<file path="config.mk">
export PLATFORM = sky130hd
export DESIGN_NAME = fba_ctrl
export DESIGN_NICKNAME = d
export VERILOG_FILES = /design/src/sv/fba_pkg.sv /design/src/sv/fba_ctrl.sv
export SDC_FILE = /design/constraint.sdc
export NUM_CORES = 1
export LEC_CHECK = 0
export BUFFER_PORTS_ARGS = -buffer_cell sky130_fd_sc_hd__buf_2
export CAP_MARGIN = 20
export CORE_AREA = 2 2 39 41
export CTS_CLUSTER_SIZE = 24
export DETAILED_ROUTE_END_ITERATION = 10
export DIE_AREA = 0 0 41 43
export SYNTH_ARGS = -nofsm -noshare
export SYNTH_HDL_FRONTEND = slang
export SYNTH_SLANG_ARGS = --single-unit
</file>
<file path="constraint.sdc">
create_clock -name clk -period 1.1 [get_ports clk]
set_input_delay 0.055 -clock clk [delete_from_list [all_inputs] [get_ports clk]]
set_output_delay 0.055 -clock clk [all_outputs]
set_load 0.1 [all_outputs]
</file>
<file path="src/sv/fba_pkg.sv">
`timescale 1ns / 1ps
package fba_pkg;

  localparam int OPCODE_W    = 2;
  localparam int ADDR_W      = 27;
  localparam int BYTES_W     = 28;
  localparam int COUNT_W     = 16;
  localparam int FRAME_SHIFT = 12;
  localparam int WORD_BITS   = 32;
  localparam int APB_ADDR_W  = 3;
  localparam int APB_DATA_W  = 32;

  localparam logic [WORD_BITS-1:0] FULL_WORD        = 32'hFFFF_FFFF;
  localparam logic [COUNT_W-1:0]   MAX_FRAMES_RESET = 16'd32768;

  // Register index, taken from paddr[2].
  localparam logic REG_MAX_FRAMES = 1'b0;

  typedef enum logic [OPCODE_W-1:0] {
    OP_FREE    = 2'd0,
    OP_RESERVE = 2'd1,
    OP_ALLOC   = 2'd2,
    OP_NONE    = 2'd3
  } op_t;

  typedef enum logic [2:0] {
    ST_CLEAR,
    ST_IDLE,
    ST_READ,
    ST_EVAL,
    ST_FINISH
  } state_t;

  typedef struct packed {
    logic clear_wr;
    logic start;
    logic rd;
    logic eval;
    logic finish;
  } cmd_t;

  typedef struct packed {
    logic clear_last;
    logic skip;
    logic walk_done;
    logic out_free;
  } sts_t;

endpackage

</file>
<file path="src/sv/fba_ctrl.sv">
`timescale 1ns / 1ps
module fba_ctrl (
  input  logic          clk,
  input  logic          rst,
  input  logic          in_valid,
  output logic          in_ready,
  input  fba_pkg::sts_t sts,
  output fba_pkg::cmd_t cmd
);
  import fba_pkg::*;

  state_t state;
  state_t state_next;

  always_ff @(posedge clk) begin
    if (rst) begin
      state <= ST_CLEAR;
    end else begin
      state <= state_next;
    end
  end

  always_comb begin
    state_next = state;
    unique case (state)
      ST_CLEAR: begin
        if (sts.clear_last) begin
          state_next = ST_IDLE;
        end
      end
      ST_IDLE: begin
        if (in_valid) begin
          state_next = sts.skip ? ST_FINISH : ST_READ;
        end
      end
      ST_READ: begin
        state_next = ST_EVAL;
      end
      ST_EVAL: begin
        state_next = sts.walk_done ? ST_FINISH : ST_READ;
      end
      ST_FINISH: begin
        if (sts.out_free) begin
          state_next = ST_IDLE;
        end
      end
      default: state_next = ST_CLEAR;
    endcase
  end

  always_comb begin
    cmd      = '0;
    in_ready = 1'b0;
    unique case (state)
      ST_CLEAR:  cmd.clear_wr = 1'b1;
      ST_IDLE: begin
        in_ready  = 1'b1;
        cmd.start = in_valid;
      end
      ST_READ:   cmd.rd = 1'b1;
      ST_EVAL:   cmd.eval = 1'b1;
      ST_FINISH: cmd.finish = sts.out_free;
      default: begin
        cmd      = '0;
        in_ready = 1'b0;
      end
    endcase
  end

endmodule

</file>
==> results.json, run 1 <==
{
  "regMostFlops": "state",
  "min_from": "sts[2]",
  "cp.required_ns": 1.04,
  "drtIter0Drc": 12,
  "layout_worst_path_cycle_share_pct": 107.6,
  "reg.largest.list": "state: 3 flops",
  "cp-start-kind": "register",
  "violations": "negative setup slack",
  "drt-wirelength-per-cell_microns": 11.14,
  "timing.rr.start": "state[1]",
  "gp_congestion": 0.8101,
  "tightestPinTransition_ns": 0.1902,
  "core_area_sq_mm": 0.001384,
  "clk_pin_slew_ns": 0.04,
  "r2r_slack_ns": -0.01,
  "antenna_found_initial": 0,
  "yosys_register_bits": 3,
  "timing.rr.end": "state[1]",
  "htree_levels": 1,
  "cts_sinks": 3,
  "synthCells": 26,
  "drc": 0,
  "vias": 306,
  "fin_nets": 61,
  "criticalPathCategory": "reg2out",
  "firstDrtPassIters": 3,
  "min_period_ns": 1.184,
  "min_to": "state[2]",
  "drive_above_1_share_pct": 75.47,
  "cp_top_family": "flip-flops",
  "maxCapViolCount": 0,
  "syn-cell-area_sq_um": 239.0,
  "ant_nets": 0,
  "largest_register_ffs": 3,
  "clk_latency_ns": 0.23,
  "holdPathStages": 3,
  "startpoint": "state[0]",
  "ys_seq_area_share_pct": 25.13,
  "grt.total_usage_pct": 9.137,
  "rsz0062_at_grt": "true",
  "cts_tree": "yes",
  "cts_max_path_buffers": 2,
  "slew_headroom_pct": 87.27,
  "initial_core_util_pct": 17.27,
  "worstPathCellList": "buf_6 > nor3b_4 > buf_12",
  "vias_per_cell": 4.435,
  "min_path_type": "in2reg",
  "grt_overflow": 0,
  "critPathMaxFanout": 5,
  "grt_pass1_wl_mm": 1.076,
  "place_ws_ns": 0.08287,
  "path_buf_inv": 2,
  "fmax_mhz": 844.5,
  "clock-root-buffer": "clkbuf_4",
  "slowest_stage": "dfxtp_4",
  "placed_area_sq_um": 460.4,
  "skew_ns": 0.003341,
  "vdd_drop_max_uv": 661.6,
  "final.setup.worst_slack_ns": -0.08407,
  "fin_tns_setup_ns": -0.4289,
  "dieArea_sq_mm": 0.001763,
  "synth_area_per_cell_sq_um": 9.192,
  "report.final.hold_viol_count": 0,
  "yosysUniqueCellTypes": 16,
  "p_leak_nw": 0.2460,
  "row_count": 14,
  "portBuffers": 12,
  "ios": 13,
  "rr_worst_depth": 5,
  "grt_pass1_vias": 282,
  "setup_viol": 7,
  "area_delta_synth_final_pct": 146.6,
  "synth_fp_nets": 33,
  "diodes": 0,
  "grt_max_degree": 7,
  "die_x_microns": 41,
  "crit_arrival_ns": 1.13,
  "status": "finished with violations",
  "cts_made_buffers": 3,
  "cp-end-kind": "output port",
  "critPathMaxStageDelay_ns": 0.36,
  "finalInstanceArea_sq_um": 589.3,
  "wl_microns": 769,
  "die_h_microns": 43,
  "p_per_area_mw_per_mm2": 1040,
  "drv_slew": 0,
  "yosys_warnings": 0
}
==> worst reg2reg max path, cell delays in order, from the launching register on <==
cell,delay [ns]
dfxtp_4,0.36
buf_6,0.12
buf_4,0.13
and4bb_2,0.28
a21oi_1,0.04
nor3_1,0.11
==> placed cells by master, fill, tap and decap left out, drive strengths merged <==
cell type / count
a21oi: 2
a31oi: 2
and3: 1
and3b: 1
and4bb: 2
buf: 25
clkbuf: 4
dfxtp: 3
dlygate4sd3: 1
nand2: 2
nand3b: 1
nand4b: 1
nor2: 2
nor3: 2
nor3b: 2
nor4b: 1
o21ai: 1
==> repair_timing <==
item,in CTS,in global routing
gates cloned,0,0
endpoints found under the hold margin,1,0
gates resized for setup,12,2
endpoints found under the setup margin,6,8
setup buffers,4,3
pin swaps,5,4
hold buffers,1,0
==> through the flow <==
step	cells	hold slack [ns]	total power (W)	utilization, %
floorplan	26	0.1241	0.0003002	-
global placement	57	0.2560	0.0003915	33.27
detailed placement	57	0.2531	0.0003917	33.27
CTS	66	0.08183	0.0006072	40.42
global route	69	0.1020	0.0006460	42.59
finish	69	0.07670	0.0006132	42.59
==> cell families after synthesis <==
group                  share of synthesized area (%)
and+or+nand+nor                                50.79
DFF                                            25.13
AOI/OAI and AO/OA                              11.52
buffers and inverters                          12.57
==> routing by layer <==
| metal | global-route usage [%] | share of wire [%] |
|---|---|---|
| met4 | 2.000 | 0 |
| met2 | 14.06 | 56 |
| met5 | 0 | 0 |
| met3 | 4.712 | 5.9 |
| met1 | 10.93 | 38 |
==> worst max-delay path by stage <==
stage | end | slack, ns | cells past startpoint
6_report | cmd[2] | -0.08 | 3
5_1_grt | in_ready | -0.13 | 3
4_1_cts | in_ready | -0.1 | 3
3_5_place_dp | cmd[0] | 0.08 | 3
3_3_place_gp | cmd[0] | 0.09 | 3
2_1_floorplan | cmd[2] | -0.26 | 2
==> power by group <==
part / switching, W / internal (W) / total (W)
Clock: 0.0000545 / 0.000136 / 0.000190
Combinational: 0.000162 / 0.000134 / 0.000296
Sequential: 0.0000120 / 0.000115 / 0.000127
Total: 0.000228 / 0.000385 / 0.000613
==> synth_stat cells (all sizes together) <==
master,count,area [sq um]
and3,1,6.260
nor3,2,10.01
nor4b,1,23.77
nor3b,2,15.01
buf,3,30.03
dfxtp,3,60.06
a31oi,2,12.51
nand4b,1,8.760
nor2,2,7.510
nand3b,1,7.510
a21oi,2,10.01
nand2,2,7.510
and4bb,2,25.02
and3b,1,10.01
o21ai,1,5.000
==> final cells by class <==
| type | count | area (sq um) |
|---|---|---|
| fill | 144 | 794.5 |
| timing repair buffer | 26 | 284.0 |
| multi-input combinational | 20 | 190.2 |
| sequential | 3 | 68.82 |
| clock buffer | 4 | 26.28 |
| tap | 16 | 20.02 |
Note: power is estimated with default switching activity, not from simulation.
==> run 2, diff against run 1 <==
--- a/config.mk
+++ b/config.mk
@@ -7,10 +7,13 @@
 export LEC_CHECK = 0
 export BUFFER_PORTS_ARGS = -buffer_cell sky130_fd_sc_hd__buf_2
 export CAP_MARGIN = 20
+export CELL_PAD_IN_SITES_DETAIL_PLACEMENT = 1
+export CELL_PAD_IN_SITES_GLOBAL_PLACEMENT = 1
 export CORE_AREA = 2 2 39 41
 export CTS_CLUSTER_SIZE = 24
 export DETAILED_ROUTE_END_ITERATION = 10
 export DIE_AREA = 0 0 41 43
+export PLACE_DENSITY_LB_ADDON = 0.1
 export SYNTH_ARGS = -nofsm -noshare
 export SYNTH_HDL_FRONTEND = slang
 export SYNTH_SLANG_ARGS = --single-unit
==> results.json, run 2 (synthesis gave the netlist of run 1 again) <==
{
  "grt.total_usage_pct": 12.73,
  "p_leak_nw": 0.2294,
  "die_x_microns": 41,
  "min_path_type": "in2reg",
  "cts_max_path_buffers": 2,
  "tightestPinTransition_ns": 0.1915,
  "criticalPathCategory": "reg2out",
  "p_comb_share_pct": 45.8,
  "clkPwrFrac_pct": 33.7,
  "grt_pass1_vias": 309,
  "portBuffers": 12,
  "cp.required_ns": 1.04,
  "clk_latency_ns": 0.25,
  "firstDrtPassIters": 4,
  "cp-start-kind": "register",
  "r2r_slack_ns": -0.03,
  "rsz0062_at_grt": "true",
  "ant_nets": 0,
  "slew_headroom_pct": 87.22,
  "setup_viol": 8,
  "drive_above_1_share_pct": 74.00,
  "power.switching_w": 0.0002511,
  "postLayoutCoreUtil_pct": 40.78,
  "grt_pass1_wl_mm": 1.393,
  "row_count": 14,
  "htree_levels": 1,
  "drtIter0Drc": 4,
  "clock-root-buffer": "clkbuf_4",
  "vdd_drop_max_uv": 377.5,
  "regMostFlops": "state",
  "cts_tree": "yes",
  "grt_overflow": 0,
  "initial_core_util_pct": 17.27,
  "ios": 13,
  "drt-wirelength-per-cell_microns": 12.68,
  "reg.largest.list": "state: 3 flops",
  "holdWs_ns": 0.07126,
  "maxCapViolCount": 0,
  "final_cells": 66,
  "crit_arrival_ns": 1.15,
  "nFillCells": 157,
  "core_area_sq_mm": 0.001384,
  "power_frac_seq_pct": 20.5,
  "vias_per_cell": 4.545,
  "layout_worst_path_cycle_share_pct": 109.7,
  "antenna_found_initial": 0,
  "dp_cells": 56,
  "dieArea_sq_mm": 0.001763,
  "cts_made_buffers": 3,
  "area_delta_synth_final_pct": 136.1,
  "switching_share_pct": 39.65,
  "cp-end-kind": "output port",
  "min_period_ns": 1.206,
  "fmax_mhz": 829.0,
  "drv_slew": 0,
  "report.final.hold_viol_count": 0,
  "grt_max_degree": 8,
  "layout_common_cells": "buf_2, buf_12, buf_6, buf_4, clkbuf_4",
  "fin_nets": 58,
  "drc": 0,
  "clk_pin_slew_ns": 0.04,
  "status": "finished with violations",
  "critPathMaxFanout": 7,
  "vias": 300,
  "wl_microns": 837,
  "p_int_w": 0.0003823,
  "violations": "negative setup slack",
  "diodes": 0,
  "final.setup.worst_slack_ns": -0.1063,
  "gp_congestion": 0.7492,
  "skew_ns": 0.006649,
  "die_h_microns": 43,
  "largest_register_ffs": 3,
  "p_per_area_mw_per_mm2": 1122,
  "cts_sinks": 3
}
==> run 2: worst max-delay path, cell delays in order (launching register included) <==
cell and delay, ns:
dfxtp_4 0.38, and4bb_2 0.35, buf_12 0.18
==> run 2: timing repair <==
item,in CTS,in global routing
pin swaps,8,4
setup endpoints to repair,6,9
cloned,0,0
hold buffers,1,0
setup buffers,5,1
gates resized for setup,10,2
endpoints found under the hold margin,2,0
==> run 2: power by group through the flow <==
stage	sequential (W)	clock (W)	combinational, W
6_report	0.000130	0.000214	0.000290
2_1_floorplan	0.000122	0	0.000178
3_5_place_dp	0.000133	0	0.000260
4_1_cts	0.000130	0.000210	0.000288
3_3_place_gp	0.000132	0	0.000258
5_1_grt	0.000132	0.000228	0.000302
==> run 2: worst paths after layout <==
| path | startpoint | to | cells after the start |
|---|---|---|---|
| worst max-delay path | state[1] | cmd[3] | 2 |
| worst min-delay path | sts[2] | state[2] | 3 |
| worst max register to register | state[1] | state[1] | 5 |
| worst min register to register | state[2] | state[1] | 2 |
==> run 2: metrics by stage <==
| step | cell area (sq um) | worst slack (ns) | power, W | TNS (ns) |
|---|---|---|---|---|
| 2_1_floorplan | 279.0 | -0.2602 | 0.0003002 | -1.010 |
| 3_3_place_gp | 452.9 | 0.03929 | 0.0003899 | 0 |
| 3_5_place_dp | 452.9 | 0.01918 | 0.0003931 | 0 |
| 4_1_cts | 556.8 | -0.1131 | 0.0006287 | -0.6863 |
| 5_1_grt | 564.3 | -0.1500 | 0.0006622 | -1.003 |
| 6_report | 564.3 | -0.1063 | 0.0006334 | -0.5740 |
==> run 2: per-layer routing <==
metal / global-route usage [%] / share of wire [%]
met5: 0 / 0
met4: 12.00 / 3.2
met3: 4.712 / 4.1
met2: 20.00 / 58
met1: 11.50 / 35
==> run 2: final cells by class <==
type	instances	area, sq um	area share, %
repair buffers	23	254.0	45.01
multi-input cells	20	195.2	34.59
flip-flops and latches	3	68.82	12.20
clock buffers	4	26.28	4.656
well taps	16	20.02	3.548
